File: src/rtl/swm_ram.sv
// generic single write port ram with registered read
module swm_ram #(
  parameter int WIDTH = 32,
  parameter int DEPTH = 64
) (
  input  logic                     clk_i,
  input  logic                     we_i,
  input  logic [$clog2(DEPTH)-1:0] waddr_i,
  input  logic [WIDTH-1:0]         wdata_i,
  input  logic [$clog2(DEPTH)-1:0] raddr_i,
  output logic [WIDTH-1:0]         rdata_o
);

  logic [WIDTH-1:0] mem_q [DEPTH];
  logic [WIDTH-1:0] rdata_q;

  always_ff @(posedge clk_i) begin
    if (we_i) begin
      mem_q[waddr_i] <= wdata_i;
    end
    rdata_q <= mem_q[raddr_i];
  end

  assign rdata_o = rdata_q;

endmodule

File: config.mk
export PLATFORM = sky130hd
export DESIGN_NAME = swm_ram
export DESIGN_NICKNAME = d
export VERILOG_FILES = /design/src/rtl/swm_ram.sv
export SDC_FILE = /design/constraint.sdc
export NUM_CORES = 2
export LEC_CHECK = 0
export BUFFER_PORTS_ARGS = -buffer_cell sky130_fd_sc_hd__buf_2
export CORE_MARGIN = 4
export CORE_UTILIZATION = 40
export DETAILED_ROUTE_END_ITERATION = 12
export GPL_TIMING_DRIVEN = 0
export PLACE_DENSITY = 0.58
export SLEW_MARGIN = 20
export SYNTH_ARGS = -nofsm -noshare
export SYNTH_HDL_FRONTEND = slang
export SYNTH_SLANG_ARGS = --single-unit
File: constraint.sdc
create_clock -name clk_i -period 11.1 [get_ports clk_i]
set_clock_uncertainty 0.15 [all_clocks]
set_input_delay 0.555 -clock clk_i [delete_from_list [all_inputs] [get_ports clk_i]]
set_output_delay 0.555 -clock clk_i [all_outputs]
set_load 0.02 [all_outputs]
==> results by group <==
Timing
  • Final Slew Violations: 0
  • Setup violations, final: 0
  • RSZ-0062 raised after global routing: false
  • Worst-margin pin slew: 1.18 ns
  • Max transition margin: 21.2%
  • TNS Setup: 0 ns
  • Tmin final: 4.65 ns
  • Period utilisation layout: 41.9%
  • F_max: 0.215 GHz
  • Worst hold slack: 0.0533 ns
  • Final Hold Viols: 0

CTS
  • Sink Count: 2080
  • Clock latency on the worst-skew pair: 0.86 ns
  • TritonCTS buffer count: 207
  • CTS Buffer Depth: 3
  • Root buf cell: clkbuf_16
  • H-tree lvl count: 4
  • CTS tree: built
  • Post-CTS setup buffers: 0
  • Clk slew on worst S/H paths: 0.06 ns

Critical path
  • Crit-path max cell delay: 0.88 ns
  • Worst EP arrival: 5.17 ns
  • Crit Path Max Fanout: 10
  • R2R cell count: 4
  • FF-to-FF End: rdata_o[1]$_DFF_P_
  • Cells along the critical path: buf_2, buf_2, buf_2, buf_1, nand3b_1, o221ai_1, a21oi_1, a21oi_1, nor2_1
  • Startpoint Class: primary input
  • Reg2reg start: mem_q[30][1]$_DFFE_PP_
  • Reg2Reg Setup Slack: 8.23 ns
  • Crit end category: flop
  • Critical Path RT: 11.62 ns
  • Crit-path slowest cell: buf_1
  • Worst setup startpoint: raddr_i[1]
  • Most common cell on crit path: buf_2
  • CP Class: primary input to flop

GRT
  • GRT Resource Usage Total: 24.1%
  • Global-route wire length before repair: 334000 um
  • Largest net degree at the start of global routing: 65
  • Initial antenna violation count: 17
  • Grt ovf: 0
  • Vias in the first global route: 38500

Die
  • Core ar.: 0.195 mm^2
  • Initial core utilization: 40.3%
  • Number of cell rows: 162
  • Die width: 451 um
  • I/O Pins: 78
  • Die ar.: 0.203 mm^2
  • Die height: 451 um

Drt
  • First-iteration detailed-routing DRC count: 6266
  • Final ANT Viol Nets: 0
  • Via density per instance: 6.04
  • Wire per inst: 37.6 um
  • Drt total wl: 246000 um
  • # DRC: 0
  • Pre-antenna DRT Iters: 5
  • Total number of vias: 39600

Cells and area
  • Final net count: 3796
  • FILL cells: 15800
  • Final core occ: 47.7%
  • Area growth, synth to finish: 18.4%
  • Commonest non-fill, non-tap cells in the layout: edfxtp_1 (2048), mux4_2 (544), clkbuf_16 (208)
  • Layout cells sized above 1: 31.4%
  • Most common cell after layout, fill and taps aside: edfxtp_1

Place
  • Final GP Congestion: 0.822
  • Post-DP HPWL: 163000 um
  • Port Buf Inserts: 69

Min path
  • Hold Path Class: primary input to flop
  • Min-Delay Endpoint: mem_q[37][20]$_DFFE_PP_
  • Hold Startpoint: wdata_i[20]
  • Hold Crit Depth: 1

Logic synthesis
  • Netlist cell types: 34
  • Seq cells post-synth: 2080
  • Ys Warns: 0
  • Syn_nets: 3370
  • Syn_area_per_cell: 23.6 um^2
  • Synth Instances: 3324
  • Ys flop type: edfxtp_1
  • Ys async rst share: 0%
  • Mapped cell area: 0.0785 mm^2
  • Seq/Total Area, Yosys: 79.1%
  • Post-synth EDFFs: 2048

Run status
  • Status: complete, no violations

Flow run
  • Max Cap Viol: 0

Power
  • Static leakage: 29.0 nW
  • Peak supply drop: 0.000201 V
  • Power density cells: 179 mW/mm^2
==> where the power goes <==
part | internal [W] | leakage, nW | switching [W]
registers | 0.00870 | 18.7 | 0.0000156
logic | 0.000305 | 6.94 | 0.000623
clock network | 0.00395 | 3.32 | 0.00303
==> cell type report <==
class                   count  area, um^2  area share (%)
flip-flops and latches   2080       62100            66.9
multi-input cells        1062       16000            17.2
clock buffers             276        5680            6.11
repair buffers            217        3840            4.13
well taps                2624        3280            3.53
clock inverters           113        1100            1.18
plain buffers             182         907           0.976
diodes                      7        17.5          0.0188
==> logic make-up (layout without fill, tap and decap cells) <==
group	Yosys count	in the layout	synth area share, %
DFF	2080	2080	79.1
muxes	637	637	16.8
and+or+nand+nor	223	223	1.27
AOI/OAI and AO/OA	202	202	1.67
buffers and inverters	182	788	1.13
other	0	7	0
==> Yosys cell counts (5+ instances only) <==
cell / n / area, um^2
o221ai_1: 27 / 236
nor2_1: 137 / 514
a311oi_1: 8 / 70.1
nand2_1: 26 / 97.6
nand2b_1: 8 / 50.1
buf_1: 21 / 78.8
nor3_1: 7 / 35.0
o22ai_1: 84 / 526
a22oi_1: 12 / 90.1
mux2i_1: 93 / 931
clkbuf_1: 74 / 278
buf_6: 5 / 56.3
dfxtp_1: 32 / 641
nor2b_1: 15 / 93.8
buf_4: 25 / 188
mux4_2: 544 / 12300
nand3b_1: 5 / 37.5
a21oi_1: 62 / 310
nand3_1: 5 / 25.0
edfxtp_1: 2048 / 61500
buf_2: 57 / 285
==> routing by layer <==
metal / vias to the layer above / part of all wire (%) / global-route usage, %
met5: - / 0.0053 / 0
met4: 2 / 4.1 / 8.67
met3: 459 / 10 / 5.71
met2: 2507 / 47 / 37.6
met1: 21500 / 39 / 33.3
li1: 15200 / - / -
==> metrics by stage <==
step / area, um^2 / total power (W) / std cells / setup WS [ns]
after floorplan: 78500 / 0.00932 / 3324 / 7.24
after global placement: 82100 / 0.00977 / 6017 / 2.66
after detailed placement: 86100 / 0.00981 / 6162 / 5.70
after CTS: 92800 / 0.0167 / 6552 / 6.64
after global routing: 92900 / 0.0171 / 6558 / 6.60
final: 92900 / 0.0166 / 6561 / 6.45
==> worst max-delay path, delay by kind of cell <==
family | cells | cell delay [ns]
AND/OR/NAND/NOR | 2 | 0.79
buffers and inverters | 4 | 2.22
AO/OA/AOI/OAI | 3 | 1.52
==> worst max path at each step <==
stage	to	slack [ns]	depth (start not counted)
6_report	rdata_o[9]$_DFF_P_	6.45	9
5_1_grt	rdata_o[9]$_DFF_P_	6.60	9
4_1_cts	rdata_o[22]$_DFF_P_	6.64	9
3_5_place_dp	rdata_o[22]$_DFF_P_	5.70	9
3_3_place_gp	mem_q[49][10]$_DFFE_PP_	2.66	4
2_1_floorplan	mem_q[48][0]$_DFFE_PP_	7.24	4
==> state kept, by name, indices dropped and copies added (netlist names) <==
name / count
rdata_o: 32
mem_q: 2048
==> repair_timing <==
item | in CTS | in global routing
endpoints found under the hold margin | 16 | 0
resized for setup | 0 | 0
hold buffers | 1 | 0
(Power assumes the default switching activity.)
