File: config.mk
export PLATFORM = sky130hd
export DESIGN_NAME = swm_cell
export DESIGN_NICKNAME = d
export VERILOG_FILES = /design/src/rtl/swm_pkg.sv /design/src/rtl/swm_cell.sv
export SDC_FILE = /design/constraint.sdc
export NUM_CORES = 1
export LEC_CHECK = 0
export ABC_AREA = 0
export BUFFER_PORTS_ARGS = -buffer_cell sky130_fd_sc_hd__buf_2
export CORE_UTILIZATION = 50
export CTS_CLUSTER_DIAMETER = 100
export DETAILED_ROUTE_END_ITERATION = 12
export GPL_TIMING_DRIVEN = 0
export PLACE_DENSITY = 0.95
export SLEW_MARGIN = 10
export SYNTH_ARGS = -nofsm -noshare
export SYNTH_HDL_FRONTEND = slang
export SYNTH_SLANG_ARGS = --single-unit
export TNS_END_PERCENT = 100
File: constraint.sdc
create_clock -name clk_i -period 7.8 [get_ports clk_i]
set_input_delay 0 -clock clk_i [delete_from_list [all_inputs] [get_ports clk_i]]
set_output_delay 0 -clock clk_i [all_outputs]
set_load 0.02 [all_outputs]
File: src/rtl/swm_pkg.sv
// shared constants and types of the sliding window median core
package swm_pkg;

  localparam int WINDOW_MAX = 64;
  localparam int IDX_W      = $clog2(WINDOW_MAX);
  localparam int CNT_W      = $clog2(WINDOW_MAX + 1);
  localparam int DATA_W     = 32;
  localparam int OUT_W      = DATA_W + 1;
  localparam int WS_W       = 7;

  localparam logic [WS_W-1:0] WS_RESET = WS_W'(3);

  // broadcast from the top level to every cell of the sorted row
  typedef struct packed {
    logic              en;
    logic              full;
    logic              up;
    logic [DATA_W-1:0] sample;
    logic [DATA_W-1:0] old;
  } swm_ctl_t;

  // what a cell shows to its neighbors
  typedef struct packed {
    logic [DATA_W-1:0] val;
    logic              le;
    logic              ge_old;
  } swm_nbr_t;

endpackage

File: src/rtl/swm_cell.sv
// one slot of the sorted row: evicts, inserts and shifts with its neighbors
module swm_cell import swm_pkg::*; (
  input  logic     clk_i,
  input  swm_ctl_t ctl_i,
  input  logic     in_win_i,
  input  swm_nbr_t left_i,
  input  swm_nbr_t right_i,
  output swm_nbr_t nbr_o
);

  logic [DATA_W-1:0] val_q, val_d;
  logic              le;
  logic              ge_old;

  // le: slot holds a value not above the new sample
  // ge_old: slot is at or past the evicted entry (or outside the window)
  assign le     = in_win_i && ($signed(val_q) <= $signed(ctl_i.sample));
  assign ge_old = !in_win_i || (ctl_i.full && ($signed(val_q) >= $signed(ctl_i.old)));

  always_comb begin
    val_d = val_q;
    if (ctl_i.up) begin
      // new sample not below evicted one: gap closes from the right
      if (!ge_old) begin
        val_d = val_q;
      end else if (right_i.le) begin
        val_d = right_i.val;
      end else if (le) begin
        val_d = ctl_i.sample;
      end
    end else begin
      // new sample below evicted one (or filling): entries move right
      if (le) begin
        val_d = val_q;
      end else if (left_i.le) begin
        val_d = ctl_i.sample;
      end else if (!left_i.ge_old) begin
        val_d = left_i.val;
      end
    end
  end

  always_ff @(posedge clk_i) begin
    if (ctl_i.en) begin
      val_q <= val_d;
    end
  end

  assign nbr_o = '{val: val_q, le: le, ge_old: ge_old};

endmodule

==> results.cfg, run 1 <==
[min_path]
min_path_type = in -> reg

[sta]
clock_period_minus_final_worst_setup_slack_ns = 3.27
report.final.slew_viol_count = 0
setup_repair_after_global_routing_missed_its_margin = false
setup_viol = 0
fin_tns_setup_ns = 0
holdWs_ns = 0.00625
slew_headroom_pct = 39.4
finalHoldViolCount = 0
clock.fmax_ghz = 0.305
fin_worst_skew_ns = 0.00773
post-route-period-util_pct = 42.0
worst-slew-pin-transition_ns = 0.884

[die]
num_io_pins = 171
floorplan.initialDensity_pct = 51.7
core_area_mm2 = 0.00635
design.die.area_mm2 = 0.00690
rows = 29
die_outline_height_um = 83.1
chipWidth_um = 83.1

[synthesis]
synthXorXnorAreaFrac_pct = 0
synth_largest_type_area_fraction_pct = 29.2
synth-simple-area-share_pct = 10.7
yosys.area.top_type = sky130_fd_sc_hd__edfxtp_1
synthArstFlopShare_pct = 0
synthesis.instances = 364
synth-compound-area-share_pct = 20.7
netlist_area_before_placement_mm2 = 0.00329
ys.warnings.count = 0
yosysSeqAreaShare_pct = 29.2
ys_seq_elements = 32
synth.top_cells.by_area = sky130_fd_sc_hd__edfxtp_1 29%, sky130_fd_sc_hd__ha_1 24%, sky130_fd_sc_hd__inv_1 11%
ys_dominant_reg_cell = sky130_fd_sc_hd__edfxtp_1
synthDistinctLibCells = 45
mappedNetlistNets = 565
synth-edff-count = 32
yosys.area_share.adder_pct = 24.4
synth_top_family_by_area = adder cells
syn_avg_cell_area_um2 = 9.03
synth.area.mux_share_pct = 1.83

[routing]
vias = 3521
detail-route-antenna-nets = 0
drc_errors = 0
via_per_inst = 5.66
drt_first_iter_violations = 281
drt_pre_antenna_iters = 7
wire_length_reported_by_the_detailed_router_um = 9930
wl_per_cell_um = 16.0

[placed_design]
port_buffers = 167
gp_routability_congestion = 0.858
dpl.hpwl_um = 8020
post-place-cells = 608

[final_layout]
reg.largest.list = val_q (32)
n_fill_cell = 502
num_antenna_cells = 0
ff_latch_area_um2 = 961
postLayoutCoreUtil_pct = 68.7
flip_flop_count_of_the_largest_register_all_copies_and_words_added = 32
stdcell_count = 622
finish.net_count = 746
syn2layout_area_growth_pct = 32.9
final_layout_size_suffix_gt1_share_pct = 33.9
multiInputGateArea_mm2 = 0.00189
largest-register = val_q

[clocking]
worst_setup_hold_path_clk_slew_ns = 0.08
worstSkewPairLatency_ns = 0.28
cts_sinks = 32
clockRootBuffer = sky130_fd_sc_hd__clkbuf_8
clock_path_buffers = 2
cts_buffers = 5
post-cts-setup-buffer-count = 0
cts_tree = yes
cts_htree_levels = 2

[global_route]
grt_pass1_wl_um = 15800
number_of_global_route_vias_before_repair = 3632
gr-usage-all-layers_pct = 28.4
initial_antenna_violation_count = 0
grt_start_max_net_pins = 33
globalRoute.totalOverflow = 0

[worst_setup_path]
timing.critical_path.required_ns = 7.71
crit_end_element = register
type_of_the_setup_path_with_the_least_slack = reg -> reg
worst-endpoint-arrival_ns = 3.18
critPathLaunchType = register
critical_path_peak_fanout = 32

[pwr]
power.switching_fraction_pct = 35.2
sequential_cell_fraction_of_total_power_pct = 39.5
internal_uw = 365
p_sw_uw = 199
share_clk_of_total_power_pct = 21.9
p_leak_nw = 2.41
comb_power_share_pct = 38.6
power.density_cell_area_mw_per_mm2 = 129
vdd_drop_max_v = 0.0000925

[flow_run]
max_cap_violations = 0

[outcome]
outcome = finished clean
Yosys cell counts (4+ instances only):
master	number
sky130_fd_sc_hd__mux2i_1	6
sky130_fd_sc_hd__nand4_1	10
sky130_fd_sc_hd__a21oi_1	30
sky130_fd_sc_hd__nand3_1	7
sky130_fd_sc_hd__nand2_1	18
sky130_fd_sc_hd__nor2_1	8
sky130_fd_sc_hd__inv_1	94
sky130_fd_sc_hd__a21o_1	4
sky130_fd_sc_hd__clkbuf_1	7
sky130_fd_sc_hd__ha_1	64
sky130_fd_sc_hd__o21ai_0	12
sky130_fd_sc_hd__nor2b_1	6
sky130_fd_sc_hd__edfxtp_1	32
sky130_fd_sc_hd__a222oi_1	25
sky130_fd_sc_hd__a211oi_1	7
critical path, cell delays in order (launching register included):
cell and delay (ns):
sky130_fd_sc_hd__edfxtp_1 0.45, sky130_fd_sc_hd__ha_1 0.35, sky130_fd_sc_hd__nand4_2 0.15, sky130_fd_sc_hd__nor4_2 0.34, sky130_fd_sc_hd__a21boi_2 0.21, sky130_fd_sc_hd__o32ai_1 0.12
sky130_fd_sc_hd__o221a_1 0.33, sky130_fd_sc_hd__a2111oi_2 0.28, sky130_fd_sc_hd__a41o_2 0.66
placed cells by master, fill, tap and decap left out, drive strengths merged, types with 8 or more instances in the layout:
cell type	count
buf	172
a21oi	30
inv	94
nor2	8
o21ai	13
a222oi	25
clkbuf	13
edfxtp	32
nand4	12
nand2	18
ha	64
repair_timing:
item,CTS,global route
endpoints found under the hold margin,6,0
gates resized for setup,0,0
hold buffers,7,0
path summary, 6_finish.rpt:
path / start / to / slack [ns] / cells after the start
worst max register to register: val_q[14] / val_q[28] / 4.53 / 8
worst min-delay path: right_i[7] / val_q[5] / 0.006 / 3
worst max-delay path: val_q[14] / val_q[28] / 4.53 / 8
worst min register to register: val_q[31] / val_q[8] / 1.82 / 6
layer usage:
metal | GRT usage [%] | share of wire (%) | wire length (um)
met1 | 31.2 | 39 | 3830
met2 | 55.8 | 53 | 5270
met3 | 4.27 | 7.0 | 693
met4 | 7.99 | 1.3 | 132
met5 | 0 | 0 | 0
cell families after synthesis:
group	after synthesis
fa+ha+maj	64
simple gates	62
buf+inv	107
compound gates	93
flops	32
mux	6
power by group through the flow:
stage	Clock, mW	Combinational [mW]	Sequential (mW)
3_5_place_dp	0	0.212	0.226
6_report	0.124	0.218	0.223
2_1_floorplan	0	0.112	0.240
4_1_cts	0.123	0.216	0.222
3_3_place_gp	0	0.200	0.225
5_1_grt	0.129	0.241	0.224
cell type report:
class	instances	share of cell area [%]
flip-flops and latches	32	22.0
plain buffers	13	1.86
clock buffers	5	1.58
repair buffers	174	20.8
inverters	94	8.08
clock inverters	2	0.172
well taps	77	2.21
multi-input cells	225	43.3
through the flow:
step / power (mW) / setup WS [ns] / instance area (um^2)
6_report: 0.564 / 4.53 / 4370
5_1_grt: 0.594 / 4.24 / 4370
4_1_cts: 0.562 / 4.48 / 4370
3_5_place_dp: 0.438 / 4.50 / 4220
3_3_place_gp: 0.426 / 3.98 / 4220
2_1_floorplan: 0.352 / 4.51 / 3290
Note: power is estimated with default switching activity, not from simulation.
==> inputs of run 2 (changes only) <==
Settings changed: CORE_UTILIZATION 50 to 47, PLACE_DENSITY 0.95 to 0.93.
Clock period 7.8 ns to 3.25 ns, I/O delays scaled along.
==> results.cfg, run 2 (synthesis gave the netlist of run 1 again) <==
[outcome]
outcome = finished clean

[final_layout]
syn2layout_area_growth_pct = 33.7
finish.net_count = 747
reg.largest.list = val_q (32)
num_antenna_cells = 0
n_fill_cell = 570
most_common_cell_after_layout_fill_and_taps_aside = sky130_fd_sc_hd__buf_2
layout_common_cells = 167 x sky130_fd_sc_hd__buf_2, 94 x sky130_fd_sc_hd__inv_1, 64 x sky130_fd_sc_hd__ha_1, 32 x sky130_fd_sc_hd__edfxtp_1, 30 x sky130_fd_sc_hd__a21oi_1
largest-register = val_q
multiInputGateArea_mm2 = 0.00192
final_layout_size_suffix_gt1_share_pct = 34.2
ff_latch_area_um2 = 961
final_design_instance_area_without_fill_mm2 = 0.00439
flip_flop_count_of_the_largest_register_all_copies_and_words_added = 32

[die]
floorplan.initialDensity_pct = 48.6
die_outline_height_um = 85.6
num_io_pins = 171
rows = 30
design.die.area_mm2 = 0.00733
chipWidth_um = 85.6
core_area_mm2 = 0.00676

[placed_design]
dpl_cell_area_mm2 = 0.00422
gp_routability_congestion = 0.854
port_buffers = 167
dpl.hpwl_um = 7760

[global_route]
initial_antenna_violation_count = 0
grt_start_max_net_pins = 33
number_of_global_route_vias_before_repair = 3516
gr-usage-all-layers_pct = 26.6
globalRoute.totalOverflow = 0
grt_pass1_wl_um = 15400

[pwr]
power.density_cell_area_mw_per_mm2 = 305
comb_power_share_pct = 39.6
p_leak_nw = 2.42
share_clk_of_total_power_pct = 20.7
internal_uw = 876
p_sw_uw = 466
vdd_drop_max_v = 0.000243
power.switching_fraction_pct = 34.7
sequential_cell_fraction_of_total_power_pct = 39.7

[min_path]
min_path_type = in -> reg

[routing]
via_per_inst = 5.61
wire_length_reported_by_the_detailed_router_um = 9930
drc_errors = 0
drt_pre_antenna_iters = 9
detail-route-antenna-nets = 0
vias = 3502
wl_per_cell_um = 15.9
drt_first_iter_violations = 240

[sta]
post-route-period-util_pct = 97.4
clock_period_minus_final_worst_setup_slack_ns = 3.17
worst-slew-pin-transition_ns = 0.882
holdWs_ns = 0.0130
finalHoldViolCount = 0
fin_worst_skew_ns = 0.00644
setup_viol = 0
slew_headroom_pct = 39.5
report.final.slew_viol_count = 0
clock.fmax_ghz = 0.316

[worst_setup_path]
worst-endpoint-arrival_ns = 3.13
type_of_the_setup_path_with_the_least_slack = reg -> reg
critPathLaunchType = register
crit_end_element = register
timing.critical_path.required_ns = 3.21
critical_path_peak_fanout = 16

[clocking]
cts_htree_levels = 2
worst_setup_hold_path_clk_slew_ns = 0.07
clock_path_buffers = 2
cts_sinks = 32
post-cts-setup-buffer-count = 0
worstSkewPairLatency_ns = 0.28
cts_buffers = 5
cts_tree = yes
clockRootBuffer = sky130_fd_sc_hd__clkbuf_8

[flow_run]
max_cap_violations = 0
[run 2: area by class of cell]
cell class / instances / share of cell area [%]
clock buffer: 5 / 1.57
buffer: 13 / 1.85
timing repair buffer: 174 / 20.6
tap: 80 / 2.28
sequential: 32 / 21.9
multi-input combinational: 226 / 43.8
inverter: 94 / 8.03
[run 2: through the flow]
| stage | TNS (ns) | worst slack, ns | utilization, % | std cells | total power [mW] |
|---|---|---|---|---|---|
| 6_report | 0 | 0.0838 | 65.0 | 624 | 1.34 |
| 5_1_grt | -0.508 | -0.0228 | 65.0 | 624 | 1.43 |
| 4_1_cts | 0 | 0.103 | 64.7 | 623 | 1.34 |
| 3_5_place_dp | -3.37 | -0.107 | 62.5 | 611 | 1.05 |
| 3_3_place_gp | -2.98 | -0.0947 | 62.5 | 611 | 1.02 |
| 2_1_floorplan | 0 | 0.291 | - | 364 | 0.845 |
[run 2: worst paths after layout]
| path | from | endpoint | slack, ns | cells after the start |
|---|---|---|---|---|
| worst min-delay path | right_i[10] | val_q[8] | 0.01 | 3 |
| worst max register to register | val_q[15] | val_q[3] | 0.08 | 8 |
| worst max-delay path | val_q[15] | val_q[3] | 0.08 | 8 |
| worst min register to register | val_q[30] | val_q[13] | 1.55 | 5 |
[run 2: repair_timing]
action	CTS	global route
hold buffers	7	0
gates cloned	0	1
setup endpoints to repair	32	32
hold endpoints to repair	7	0
gates resized for setup	1	1
[run 2: per-layer routing]
| layer | track usage [%] | wire length [um] | vias up |
|---|---|---|---|
| met4 | 8.33 | 133 | 0 |
| met3 | 5.00 | 613 | 12 |
| met1 | 30.1 | 3970 | 1624 |
| met2 | 50.4 | 5210 | 168 |
| li1 | - | - | 1698 |
| met5 | 0 | 0 | - |
[run 2: critical path, cell delays in order (launching register included)]
cell and delay, ns:
sky130_fd_sc_hd__edfxtp_1 0.45, sky130_fd_sc_hd__ha_1 0.37, sky130_fd_sc_hd__nand4_2 0.15, sky130_fd_sc_hd__nor4_2 0.36, sky130_fd_sc_hd__a21boi_2 0.21, sky130_fd_sc_hd__o32ai_1 0.11
sky130_fd_sc_hd__o221a_1 0.33, sky130_fd_sc_hd__a2111oi_2 0.51, sky130_fd_sc_hd__a41o_4 0.34
[run 2: power by group through the flow]
stage,combinational [mW],clock [mW],sequential (mW)
2_1_floorplan,0.270,0,0.575
3_3_place_gp,0.482,0,0.541
3_5_place_dp,0.508,0,0.542
4_1_cts,0.520,0.283,0.533
5_1_grt,0.589,0.304,0.537
6_report,0.531,0.278,0.533
==> inputs of run 3 (changes only) <==
Settings changed: SETUP_SLACK_MARGIN from default to 0.3, SLEW_MARGIN 10 to 20.
Clock period 3.25 ns to 3.2 ns, I/O delays scaled along.
==> results.cfg, run 3 (synthesis gave the netlist of run 1 again) <==
[final_layout]
layout_common_cells = 167 x sky130_fd_sc_hd__buf_2, 94 x sky130_fd_sc_hd__inv_1, 62 x sky130_fd_sc_hd__ha_1, 32 x sky130_fd_sc_hd__edfxtp_1, 30 x sky130_fd_sc_hd__a21oi_1
multiInputGateArea_mm2 = 0.00202
largest-register = val_q
ff_latch_area_um2 = 961
finish.net_count = 756
final_layout_size_suffix_gt1_share_pct = 35.4
n_fill_cell = 558
num_antenna_cells = 0
postLayoutCoreUtil_pct = 67.4
stdcell_count = 636
flip_flop_count_of_the_largest_register_all_copies_and_words_added = 32
syn2layout_area_growth_pct = 38.6
final_design_instance_area_without_fill_mm2 = 0.00455
most_common_cell_after_layout_fill_and_taps_aside = sky130_fd_sc_hd__buf_2
reg.largest.list = val_q (32)

[clocking]
worst_setup_hold_path_clk_slew_ns = 0.07
clock_path_buffers = 2
cts_sinks = 32
cts_tree = yes
clockRootBuffer = sky130_fd_sc_hd__clkbuf_8
cts_htree_levels = 2
worstSkewPairLatency_ns = 0.28
cts_buffers = 5

[worst_setup_path]
worst-r2r-setup-slack_ns = 0.29
crit_end_element = register
timing.critical_path.depth = 9
rr_endpoint = val_q[15]
type_of_the_setup_path_with_the_least_slack = reg -> reg
critical_path_peak_fanout = 8
critical_path.reg2reg.startpoint = val_q[11]
timing.critical_path.required_ns = 3.19
reg2reg_depth = 9
cp_cell_sequence = ha_4 -> nand4_1 -> nor4_4 -> a21boi_2 -> o32ai_1 -> o221a_1 -> a2111oi_4 -> buf_4 -> a41o_4
critPathLaunchType = register
worst-endpoint-arrival_ns = 2.90
cpMaxStageDelayCell = sky130_fd_sc_hd__edfxtp_1
crit_path_max_incr_delay_ns = 0.46
path_buf_inv = 1
worst_path_dominant_cell_family = compound AO/OA/AOI/OAI gates

[sta]
worst-slew-pin-transition_ns = 0.857
clock_period_minus_final_worst_setup_slack_ns = 2.91
finalHoldViolCount = 0
fin_tns_setup_ns = 0
postLayoutSetupSlackWorst_ns = 0.286
post-route-period-util_pct = 91.1
report.final.slew_viol_count = 0
setup_repair_after_global_routing_missed_its_margin = true
holdWs_ns = 0.00417
slew_headroom_pct = 41.2
fin_worst_skew_ns = 0.00827
setup_viol = 0
clock.fmax_ghz = 0.343

[min_path]
timing.hold.worst_path_depth = 3
worstHoldEndpoint = val_q[1]
min_path_type = in -> reg
worst_hold_startpoint = right_i[3]

[placed_design]
gp_routability_congestion = 0.861
post-place-cells = 611
port_buffers = 167
dpl_cell_area_mm2 = 0.00423
dp_worst_setup_slack_ns = 0.107
dpl.hpwl_um = 8020

[global_route]
grt_pass1_wl_um = 16500
number_of_global_route_vias_before_repair = 3653
grt_start_max_net_pins = 14
initial_antenna_violation_count = 0
gr-usage-all-layers_pct = 28.6
globalRoute.totalOverflow = 0

[die]
core_area_mm2 = 0.00676
num_io_pins = 171
rows = 30
design.die.area_mm2 = 0.00733
floorplan.initialDensity_pct = 48.6
die_outline_height_um = 85.6
chipWidth_um = 85.6

[outcome]
outcome = finished clean

[pwr]
power.density_cell_area_mw_per_mm2 = 313
sequential_cell_fraction_of_total_power_pct = 38.0
power.switching_fraction_pct = 35.5
p_sw_uw = 507
internal_uw = 920
share_clk_of_total_power_pct = 21.8
vdd_drop_max_v = 0.000199
comb_power_share_pct = 40.2
design_power_total_mw = 1.43
p_leak_nw = 2.48

[routing]
drc_errors = 0
drt_pre_antenna_iters = 6
wl_per_cell_um = 16.7
via_per_inst = 5.59
detail-route-antenna-nets = 0
wire_length_reported_by_the_detailed_router_um = 10600
drt_first_iter_violations = 240
vias = 3556

[flow_run]
max_cap_violations = 0
-- run 3: cell count changes in the layout (fill, tap and decap cells not counted), moves of 2 or more --
cell                            before  now
sky130_fd_sc_hd__clkbuf_1            7    9
sky130_fd_sc_hd__buf_4               2    7
sky130_fd_sc_hd__a41o_4              2    4
sky130_fd_sc_hd__ha_4                0    2
sky130_fd_sc_hd__ha_1               64   62
sky130_fd_sc_hd__dlygate4sd3_1       7    9
-- run 3: repair_timing --
item,4_1_cts,5_1_grt
setup buffers,2,3
cloned,3,0
setup endpoints to repair,32,33
pin swaps,1,1
hold endpoints to repair,9,0
hold buffers,9,0
resized for setup,6,4
-- run 3: cell type report --
type                       count  area share (%)
buffer                        13            1.79
clock buffer                   7            1.68
clock inverter                 1          0.0824
inverter                      94            7.75
multi-input combinational    228            44.3
sequential                    32            21.1
tap                           80            2.20
timing repair buffer         181            21.2
-- run 3: power by group through the flow --
stage	Sequential (mW)	Clock [mW]	Combinational (mW)
after floorplan	0.584	0	0.276
after global placement	0.548	0	0.490
after detailed placement	0.551	0	0.520
after CTS	0.541	0.314	0.557
after global routing	0.547	0.335	0.633
final	0.543	0.311	0.574
-- run 3: worst max path at each step --
| stage | endpoint | slack [ns] | start |
|---|---|---|---|
| finish | val_q[15] | 0.29 | val_q[11] |
| global route | val_q[3] | 0.13 | val_q[11] |
| CTS | val_q[17] | 0.32 | val_q[15] |
| detailed placement | val_q[10] | 0.11 | val_q[15] |
| global placement | val_q[13] | 0.1 | val_q[15] |
| floorplan | val_q[0] | 0.37 | val_q[15] |
-- run 3: worst min-delay path, stage by stage --
cell	delay (ns)
sky130_fd_sc_hd__buf_2	0.08
sky130_fd_sc_hd__a222oi_1	0.05
sky130_fd_sc_hd__inv_1	0.05
-- run 3: layer usage --
metal	GRT usage [%]	wire length, um	share of wire (%)
met1	32.2	4060	38
met2	55.0	5690	54
met3	4.62	692	6.5
met4	8.33	148	1.4
met5	0	0	0
